==> config.mk <==
export PLATFORM = sky130hd
export DESIGN_NAME = pssf_ctrl
export DESIGN_NICKNAME = d
export VERILOG_FILES = /design/src/hw/rtl/pssf_pkg.sv /design/src/hw/rtl/pssf_ctrl.sv
export SDC_FILE = /design/constraint.sdc
export NUM_CORES = 1
export LEC_CHECK = 0
export BUFFER_PORTS_ARGS = -buffer_cell sky130_fd_sc_hd__clkbuf_2
export CORE_UTILIZATION = 31
export CTS_CLUSTER_DIAMETER = 40
export CTS_CLUSTER_SIZE = 20
export DETAILED_ROUTE_END_ITERATION = 10
export SYNTH_ARGS = -nofsm -noshare
export SYNTH_HDL_FRONTEND = slang
export SYNTH_SLANG_ARGS = --single-unit
==> constraint.sdc <==
create_clock -name clk -period 2.6 [get_ports clk]
set_clock_uncertainty 0.2 [all_clocks]
set_input_delay 0.26 -clock clk [delete_from_list [all_inputs] [get_ports clk]]
set_output_delay 0.26 -clock clk [all_outputs]
set_load 0.01 [all_outputs]
==> src/hw/rtl/pssf_pkg.sv <==
// Shared types, constants and the Gaussian weight table of the pen stroke smoothing core.
// No dependencies.
`timescale 1ns / 1ps
`default_nettype none

package pssf_pkg;

	localparam int COORD_W    = 32;
	localparam int PRESS_W    = 16;
	localparam int RING_DEPTH = 64;
	localparam int RING_AW    = 6;
	localparam int WGT_W      = 17;
	localparam int WSUM_W     = 23;
	localparam int SUM_W      = 56;
	localparam int CNT_W      = 7;
	localparam int MODE_W     = 3;
	localparam int STR_W      = 5;
	localparam int KIND_W     = 2;
	localparam int CFG_W      = 5;
	localparam int DATA_W     = 2 * COORD_W + PRESS_W;
	localparam int ROM_AW     = STR_W + RING_AW;
	localparam int ROM_DEPTH  = 1 << ROM_AW;

	localparam logic [COORD_W-1:0] COORD_SIGN = {1'b1, {(COORD_W-1){1'b0}}};

	localparam logic [MODE_W-1:0] MODE_NONE   = 3'd0;
	localparam logic [MODE_W-1:0] MODE_SIMPLE = 3'd1;
	localparam logic [MODE_W-1:0] MODE_LINEAR = 3'd2;
	localparam logic [MODE_W-1:0] MODE_GAUSS  = 3'd3;
	localparam logic [MODE_W-1:0] MODE_DIST   = 3'd4;

	localparam logic [KIND_W-1:0] KIND_START  = 2'd0;
	localparam logic [KIND_W-1:0] KIND_ADD    = 2'd1;
	localparam logic [KIND_W-1:0] KIND_FINISH = 2'd2;

	localparam logic CFG_MODE     = 1'b0;
	localparam logic CFG_STRENGTH = 1'b1;

	typedef struct packed {
		logic [PRESS_W-1:0] p;
		logic [COORD_W-1:0] y;
		logic [COORD_W-1:0] x;
	} pssf_point_t;

	typedef struct packed {
		logic               start;
		logic               add;
		logic               copy;
		logic               acc_clear;
		logic               acc_issue;
		logic [RING_AW-1:0] age;
		logic               div_start;
		logic               len_start;
		logic               travel_upd;
		logic               drain_dec;
		logic               set_drawn;
		logic               out_load;
		logic               out_sel_avg;
		logic               out_last;
	} pssf_cmd_t;

	typedef struct packed {
		logic               avg;
		logic               dist_mode;
		logic [CNT_W-1:0]   win_len;
		logic [RING_AW-1:0] drain;
		logic               last_drawn;
		logic               div_done;
		logic               len_done;
		logic               draw;
		logic               out_free;
	} pssf_sts_t;

	typedef logic [WGT_W-1:0] gauss_rom_t [ROM_DEPTH];

	function automatic logic [63:0] cdiv(input logic [63:0] a, input logic [63:0] b);
		logic [63:0] q;
		logic [63:0] r;
		q = '0;
		r = '0;
		for (int i = 63; i >= 0; i--) begin
			r = {r[62:0], a[i]};
			if (r >= b) begin
				r = r - b;
				q[i] = 1'b1;
			end
		end
		return q;
	endfunction

	function automatic logic [WGT_W-1:0] gauss_weight(input logic [63:0] k, input logic [63:0] n);
		logic [63:0] u;
		logic [63:0] term;
		logic [63:0] e;
		u    = cdiv((k * k) << 30, 64'd4 * n * n);
		term = 64'd1 << 30;
		e    = 64'd1 << 30;
		for (int j = 1; j <= 10; j++) begin
			term = cdiv((term * u) >> 30, 64'(j));
			if (j[0])
				e = e - term;
			else
				e = e + term;
		end
		for (int r = 0; r < 3; r++)
			e = (e * e + (64'd1 << 29)) >> 30;
		e = (e + (64'd1 << 13)) >> 14;
		return e[WGT_W-1:0];
	endfunction

	function automatic gauss_rom_t gauss_rom_build();
		gauss_rom_t rom;
		logic [63:0] n;
		for (int s = 0; s < (1 << STR_W); s++) begin
			n = 64'(2 + 2 * s);
			for (int k = 0; k < RING_DEPTH; k++) begin
				if (64'(k) < n)
					rom[s * RING_DEPTH + k] = gauss_weight(64'(k), n);
				else
					rom[s * RING_DEPTH + k] = '0;
			end
		end
		return rom;
	endfunction

endpackage

`default_nettype wire

==> src/hw/rtl/pssf_ctrl.sv <==
// Controller state machine: sequences ring fills, weighted sums, divisions, travel and results.
// Depends on pssf_pkg.
`timescale 1ns / 1ps
`default_nettype none

module pssf_ctrl import pssf_pkg::*; (
	input  logic              clk,
	input  logic              arst_n,
	input  logic              in_valid,
	input  logic [KIND_W-1:0] kind,
	output logic              in_ready,
	output pssf_cmd_t         cmd,
	input  pssf_sts_t         sts
);

	typedef enum logic [7:0] {
		ST_IDLE  = 8'b0000_0001,
		ST_FILL  = 8'b0000_0010,
		ST_ACC   = 8'b0000_0100,
		ST_DIVW  = 8'b0000_1000,
		ST_EMIT  = 8'b0001_0000,
		ST_DRAIN = 8'b0010_0000,
		ST_DIST  = 8'b0100_0000,
		ST_LENW  = 8'b1000_0000
	} state_t;

	state_t           state_q, state_d;
	logic [CNT_W-1:0] cnt_q, cnt_d;
	logic             sel_avg_q, sel_avg_d;
	logic             last_q, last_d;
	logic             dec_q, dec_d;
	logic             setd_q, setd_d;

	always_comb begin
		state_d   = state_q;
		cnt_d     = cnt_q;
		sel_avg_d = sel_avg_q;
		last_d    = last_q;
		dec_d     = dec_q;
		setd_d    = setd_q;
		cmd       = '0;
		cmd.age   = cnt_q[RING_AW-1:0];
		in_ready  = 1'b0;
		unique case (state_q)
			ST_IDLE: begin
				in_ready = 1'b1;
				sel_avg_d = 1'b0;
				last_d    = 1'b1;
				dec_d     = 1'b0;
				setd_d    = 1'b0;
				if (in_valid) begin
					unique case (kind)
						KIND_START: begin
							cmd.start = 1'b1;
							cnt_d     = 7'd1;
							if (sts.avg)
								state_d = ST_FILL;
						end
						KIND_ADD: begin
							cmd.add = 1'b1;
							if (sts.avg) begin
								cmd.acc_clear = 1'b1;
								cnt_d         = '0;
								sel_avg_d     = 1'b1;
								state_d       = ST_ACC;
							end else if (sts.dist_mode) begin
								state_d = ST_DIST;
							end else begin
								state_d = ST_EMIT;
							end
						end
						KIND_FINISH: begin
							if (sts.avg) begin
								state_d = ST_DRAIN;
							end else if (sts.dist_mode && !sts.last_drawn) begin
								setd_d  = 1'b1;
								state_d = ST_EMIT;
							end
						end
						default: state_d = ST_IDLE;
					endcase
				end
			end
			ST_FILL: begin
				cmd.copy = 1'b1;
				cnt_d    = cnt_q + 7'd1;
				if (cnt_q == 7'(sts.win_len - 7'd1))
					state_d = ST_IDLE;
			end
			ST_ACC: begin
				cmd.acc_issue = cnt_q < sts.win_len;
				cnt_d         = cnt_q + 7'd1;
				if (cnt_q == 7'(sts.win_len + 7'd2)) begin
					cmd.div_start = 1'b1;
					state_d       = ST_DIVW;
				end
			end
			ST_DIVW: begin
				if (sts.div_done)
					state_d = ST_EMIT;
			end
			ST_EMIT: begin
				if (sts.out_free) begin
					cmd.out_load    = 1'b1;
					cmd.out_sel_avg = sel_avg_q;
					cmd.out_last    = last_q;
					cmd.drain_dec   = dec_q;
					cmd.set_drawn   = setd_q;
					state_d         = dec_q ? ST_DRAIN : ST_IDLE;
				end
			end
			ST_DRAIN: begin
				dec_d = 1'b1;
				if (sts.drain == '0) begin
					state_d = ST_IDLE;
				end else if (sts.drain == 6'd1) begin
					sel_avg_d = 1'b0;
					last_d    = 1'b1;
					state_d   = ST_EMIT;
				end else begin
					cmd.copy      = 1'b1;
					cmd.acc_clear = 1'b1;
					cnt_d         = '0;
					sel_avg_d     = 1'b1;
					last_d        = 1'b0;
					state_d       = ST_ACC;
				end
			end
			ST_DIST: begin
				cmd.len_start = 1'b1;
				state_d       = ST_LENW;
			end
			ST_LENW: begin
				if (sts.len_done) begin
					cmd.travel_upd = 1'b1;
					state_d        = sts.draw ? ST_EMIT : ST_IDLE;
				end
			end
			default: state_d = ST_IDLE;
		endcase
	end

	always_ff @(posedge clk or negedge arst_n) begin
		if (!arst_n) begin
			state_q   <= ST_IDLE;
			cnt_q     <= '0;
			sel_avg_q <= 1'b0;
			last_q    <= 1'b0;
			dec_q     <= 1'b0;
			setd_q    <= 1'b0;
		end else begin
			state_q   <= state_d;
			cnt_q     <= cnt_d;
			sel_avg_q <= sel_avg_d;
			last_q    <= last_d;
			dec_q     <= dec_d;
			setd_q    <= setd_d;
		end
	end

	a_load_free: assert property (@(posedge clk) disable iff (!arst_n)
		cmd.out_load |-> sts.out_free)
		else $error("result loaded while output register occupied");

	a_div_restart: assert property (@(posedge clk) disable iff (!arst_n)
		cmd.div_start |=> !sts.div_done)
		else $error("divider done flag not cleared on start");

	a_copy_avg: assert property (@(posedge clk) disable iff (!arst_n)
		cmd.copy |-> sts.avg)
		else $error("ring copy outside averaging mode");

	a_drain_nonzero: assert property (@(posedge clk) disable iff (!arst_n)
		cmd.drain_dec |-> sts.drain != '0)
		else $error("drain count decremented past zero");

endmodule

`default_nettype wire

==> impl_metrics.py, run 1 <==
metrics = {
    "global_routing": {
        "grt_first_pass_wirelength_mm": 8.29,
        "antenna_found_initial": 0,
        "grt_pass1_vias": 1776,
        "grt_max_degree": 20,
        "gr-total-overflow": 0,
        "grt_usage_pct": 16.6,
    },
    "synth": {
        "synth_edf_count": 0,
        "syn-num-nets": 268,
        "yosys_warnings": 0,
        "synth_area_um2": 1850,
        "ys_seq_area_share_pct": 25.8,
        "ys.flop_type": "dfrtp_1",
        "syn_area_per_cell_um2": 7.96,
        "async_reset_ff_share_pct": 100,
        "syn-instance-count": 232,
        "synth.distinct_cells": 52,
        "synth-seq-cells": 19,
    },
    "min_path": {
        "hold_depth": 2,
        "hp-start": "sts[0]",
        "hold_path_end": "state_q[4]",
        "hold_class": "in -> reg",
    },
    "timing": {
        "slew_headroom_pct": 65.8,
        "hold_viol_final": 0,
        "worst_slack_ps": -135,
        "max_clock_freq_ghz": 0.366,
        "fin_crit_sh_pct": 105,
        "max_slew.worst_pin.slew_ps": 512,
        "fin_crit_ps": 2730,
        "drv_slew": 0,
        "fin_tns_setup_ps": -520,
        "setup_viol": 7,
        "rsz0062_at_grt": "true",
    },
    "power_and_ir_drop": {
        "peakVddDrop_mv": 0.463,
        "power_density_nw_per_um2": 786,
        "p_leak_nw": 1.25,
        "total_power_mw": 2.05,
    },
    "final_layout": {
        "diodes": 0,
        "areaGrowthSynthToFinish_pct": 40.9,
        "layout_commonest_cell": "clkbuf_2",
        "mostFrequentLayoutCells": "clkbuf_2, buf_4, inv_1",
        "drive_gt1_share_pct": 38.9,
        "fin_nets": 343,
    },
    "setup_path": {
        "cp-start-kind": "register",
        "r2r_cells": 8,
        "worstSetupEndpointType": "output pin",
        "required_ps": 2140,
        "r2r_slack_ps": -100,
        "r2r_start": "state_q[2]",
        "crit_type": "reg -> out",
        "reg2reg_to": "cnt_q[0]",
        "cp.arrival_ps": 2270,
        "critical_path.max_fanout": 3,
    },
    "clock_tree": {
        "path_clk_slew_ps": 80,
        "ctsRootBufferMaster": "clkbuf_8",
        "cts_tree": "done",
        "cts-buffers-inserted": 3,
        "htree_levels": 1,
        "cts.path.max_buffers": 2,
        "cts_sinks": 19,
        "clk_latency_ps": 260,
    },
    "route": {
        "postRouteAntennaNets": 0,
        "drt-pass1-iter-count": 4,
        "via_per_inst": 5.03,
        "vias": 1902,
        "drt-total-wl_mm": 5.17,
        "remaining_drc_errors": 0,
        "post_drt_wl_per_cell_um": 13.7,
        "first_iter_violations": 54,
    },
    "die": {
        "io_pins": 45,
        "row_count": 27,
        "die_h_um": 79.2,
        "initial_utilization_pct": 32.9,
        "core_region_area_um2": 5610,
        "die_area_um2": 6270,
        "fp.dieW_um": 79.2,
    },
    "placed_design": {
        "post-dp-hpwl_mm": 3.97,
        "place.gp.congestion": 0.791,
        "numPortBuffers": 44,
    },
    "status": {
        "status": "complete, but fails checks",
        "violations": "setup timing",
    },
    "run": {
        "max-cap-violations": 0,
    },
}
[synthesized netlist by cell type, drive strengths merged, types with 2 or more instances]
| master | number | area [um^2] |
|---|---|---|
| clkbuf | 7 | 26.3 |
| mux2i | 2 | 20.0 |
| or3 | 5 | 33.8 |
| nor2 | 20 | 75.1 |
| xor2 | 10 | 87.6 |
| buf | 9 | 66.3 |
| and3 | 2 | 12.5 |
| a31oi | 5 | 31.3 |
| o22ai | 5 | 31.3 |
| nand3 | 6 | 30.0 |
| nor4b | 2 | 17.5 |
| xnor2 | 8 | 70.1 |
| dfrtp | 18 | 450 |
| nor4 | 8 | 50.1 |
| inv | 22 | 82.6 |
| o21a | 3 | 22.5 |
| or2 | 2 | 12.5 |
| nand4 | 4 | 25.0 |
| o21ai | 11 | 55.1 |
| ha | 11 | 138 |
| nor3b | 2 | 15.0 |
| nor2b | 2 | 12.5 |
| a21oi | 9 | 45.0 |
| nor3 | 11 | 55.1 |
| nand2b | 11 | 68.8 |
| or4 | 5 | 45.0 |
| nand2 | 13 | 56.3 |
[cell families after synthesis]
logic type	synth area share, %
mux	1.69
simple gates	29.8
compound gates	16.3
buf+inv	10.4
fa+ha+maj	7.45
xor+xnor	8.54
flops	25.8
[layout make-up]
type | count | area [um^2]
Clock buffer | 3 | 41.3
Sequential cell | 19 | 477
Clock inverter | 1 | 5.00
Fill cell | 586 | 3010
Multi-Input combinational cell | 174 | 1320
Timing Repair Buffer | 86 | 569
Tap cell | 72 | 90.1
Inverter | 23 | 98.8
[report_power, final]
group	internal [mW]	switching [mW]	total, mW
sequential	0.365	0.0354	0.401
clock	0.107	0.105	0.212
combinational	0.722	0.711	1.43
total	1.19	0.852	2.05
[critical path, stage by stage (launching register included)]
cell and delay (ps):
dfrtp_1 390, or4_4 550, or4_4 490, clkinv_8 80, nand2_8 50, nor2_4 170
a21oi_4 90, inv_1 60, buf_2 120
[metal layers]
layer	GRT usage, %	vias to the layer above	wire, um
li1	-	968	-
met1	22.8	890	2510
met2	27.1	38	2420
met3	2.53	6	185
met4	3.82	0	53
met5	0	-	0
[registers in the layout (all words and copies together) (netlist names)]
signal and cells:
cnt_q 7, sel_avg_q 1, state_q 8, last_q 1, setd_q 1, dec_q 1
[worst max-delay path by stage]
stage | slack, ps | end | depth (start not counted) | startpoint
floorplan | 30 | cnt_q[0] | 8 | state_q[3]
global placement | -150 | state_q[6] | 10 | sts[12]
detailed placement | -270 | state_q[6] | 10 | sts[12]
CTS | -120 | cmd[15] | 8 | state_q[2]
global route | -200 | cmd[15] | 8 | state_q[2]
finish | -130 | cmd[15] | 8 | state_q[2]
[through the flow]
step	instances	area, um^2	hold slack [ps]	setup WS, ps	utilization, %
after floorplan	232	1850	-236	29.0	-
after global placement	365	2320	53.1	-145	41.3
after detailed placement	365	2320	59.1	-268	41.3
after CTS	374	2480	38.0	-121	44.3
after global routing	378	2600	42.6	-205	46.4
final	378	2600	54.7	-135	46.4
[timing repair]
| item | in CTS | in global routing |
|---|---|---|
| setup buffers | 4 | 5 |
| hold buffers | 1 | 0 |
| gates resized for setup | 17 | 20 |
| endpoints found under the hold margin | 18 | 0 |
| pin swaps | 5 | 7 |
| setup endpoints to repair | 14 | 23 |
Power figures use the tool's default switching activity.
==> run 2, diff against run 1 <==
- GPL_TIMING_DRIVEN: not set -> 1
- clock period: 2.6 -> 2.45 ns (I/O delays scaled with it)
==> impl_metrics.py, run 2 (synthesized netlist as in run 1, its figures left out) <==
metrics = {
    "route": {
        "drt-total-wl_mm": 5.13,
        "wl_met3_um": 189,
        "remaining_drc_errors": 0,
        "post_drt_wl_per_cell_um": 13.4,
        "drt-pass1-iter-count": 4,
        "via_per_inst": 5.05,
        "highest_layer": "met4",
        "first_iter_violations": 89,
        "postRouteAntennaNets": 0,
        "vias": 1929,
        "wl_met1_mm": 2.32,
        "met2_length_mm": 2.60,
    },
    "timing": {
        "fin_crit_ps": 2630,
        "setup_viol": 17,
        "max_clock_freq_ghz": 0.380,
        "drv_slew": 0,
        "rsz0062_at_grt": "true",
        "fin_crit_sh_pct": 107,
        "hold_viol_final": 0,
        "worst_slack_ps": -180,
        "max_slew.worst_pin.slew_ps": 506,
        "slew_headroom_pct": 66.2,
        "worst_hold_slack_ps": 67.9,
    },
    "clock_tree": {
        "cts.path.max_buffers": 2,
        "path_clk_slew_ps": 70,
        "cts-buffers-inserted": 3,
        "cts_tree": "done",
        "cts_sinks": 19,
        "clk_latency_ps": 250,
        "ctsRootBufferMaster": "clkbuf_8",
        "htree_levels": 1,
    },
    "placed_design": {
        "place_area_um2": 2390,
        "dp.cells": 371,
        "place.gp.congestion": 0.808,
        "post-dp-hpwl_mm": 4.13,
        "numPortBuffers": 44,
    },
    "final_layout": {
        "mostFrequentLayoutCells": "buf_4, clkbuf_2, inv_1",
        "regArea_um2": 477,
        "reg_top3": "state_q x8, cnt_q x7",
        "postLayoutCellArea_um2": 2680,
        "largest_reg_flops": 8,
        "instances_no_fill": 382,
        "multi_input_area_um2": 1370,
        "layout_commonest_cell": "buf_4",
        "areaGrowthSynthToFinish_pct": 44.9,
        "fillCellCount": 575,
        "fin_nets": 347,
        "diodes": 0,
        "largest_register": "state_q",
        "finalCoreUtilization_pct": 47.7,
        "drive_gt1_share_pct": 41.0,
    },
    "global_routing": {
        "grt_pass1_vias": 1867,
        "grt_max_degree": 20,
        "gr-total-overflow": 0,
        "grt_first_pass_wirelength_mm": 8.64,
        "antenna_found_initial": 0,
        "grt_usage_pct": 17.4,
    },
    "setup_path": {
        "crit_top_cell": "or4_4",
        "critical_path.max_fanout": 7,
        "cp.arrival_ps": 2560,
        "worstSetupEndpointType": "register",
        "critPathTopFamily": "simple AND/OR/NAND/NOR gates",
        "cp.buffers_inverters": 2,
        "crit_type": "reg -> reg",
        "cp-start-kind": "register",
        "cpPeakStageDelay_ps": 540,
        "cp_cell_sequence": "or4_4 > or4_4 > clkinv_8 > nand2_8 > buf_6 > a32oi_4 > nor2_1 > or3_1",
        "crit_slowest_cell": "or4_4",
        "required_ps": 2380,
    },
    "die": {
        "row_count": 27,
        "initial_utilization_pct": 32.9,
        "io_pins": 45,
        "die_h_um": 79.2,
        "fp.dieW_um": 79.2,
        "core_region_area_um2": 5610,
        "die_area_um2": 6270,
    },
    "run": {
        "max-cap-violations": 0,
    },
    "power_and_ir_drop": {
        "peakVddDrop_mv": 0.508,
        "p_leak_nw": 1.29,
        "power_density_nw_per_um2": 823,
    },
    "status": {
        "status": "complete, but fails checks",
        "violations": "setup timing",
    },
    "min_path": {
        "hold_class": "in -> reg",
    },
}
run 2: cell types whose count changed in the layout (fill, tap and decap cells not counted), sizes merged:
cell | previous run | this run
clkinv | 2 | 1
clkbuf | 42 | 35
buf | 46 | 58
run 2: final timing paths:
path	from	to	slack [ps]	depth (start not counted)
min in group asynchronous	arst_n	last_q	290	2
worst min register to register	state_q[0]	state_q[0]	280	2
max in group asynchronous	arst_n	state_q[0]	1400	2
worst max-delay path	state_q[2]	cnt_q[0]	-180	8
worst min-delay path	sts[0]	state_q[4]	70	2
worst max register to register	state_q[2]	cnt_q[0]	-180	8
run 2: metrics by stage:
step | power [mW] | worst slack [ps] | setup TNS, ps
after floorplan | 1.25 | -90.9 | -298
after global placement | 1.70 | -105 | -402
after detailed placement | 1.72 | -194 | -786
after CTS | 2.10 | -192 | -1620
after global routing | 2.37 | -269 | -3600
final | 2.20 | -180 | -1720
run 2: report_power, final:
group / leakage (nW) / switching (mW) / internal, mW
logic: 1.01 / 0.772 / 0.780
registers: 0.253 / 0.0445 / 0.389
clock network: 0.0228 / 0.101 / 0.115
total: 1.29 / 0.917 / 1.28
run 2: routing by layer:
layer	GRT usage, %	up-vias
met5	0	-
met4	2.73	0
met3	2.18	2
met2	32.1	41
met1	21.8	909
li1	-	977
run 2: area by class of cell:
| class | instances | share of cell area (%) |
|---|---|---|
| inverter | 23 | 3.69 |
| tap | 72 | 3.37 |
| clock buffer | 4 | 1.68 |
| multi-input combinational | 174 | 51.2 |
| timing repair buffer | 90 | 22.3 |
| sequential | 19 | 17.8 |
run 2: repair_timing:
action | CTS | global route
buffers inserted | 5 | 3
endpoints found under the setup margin | 21 | 24
hold buffers | 1 | 0
gates resized for setup | 21 | 30
pin swaps | 8 | 13
endpoints found under the hold margin | 18 | 0
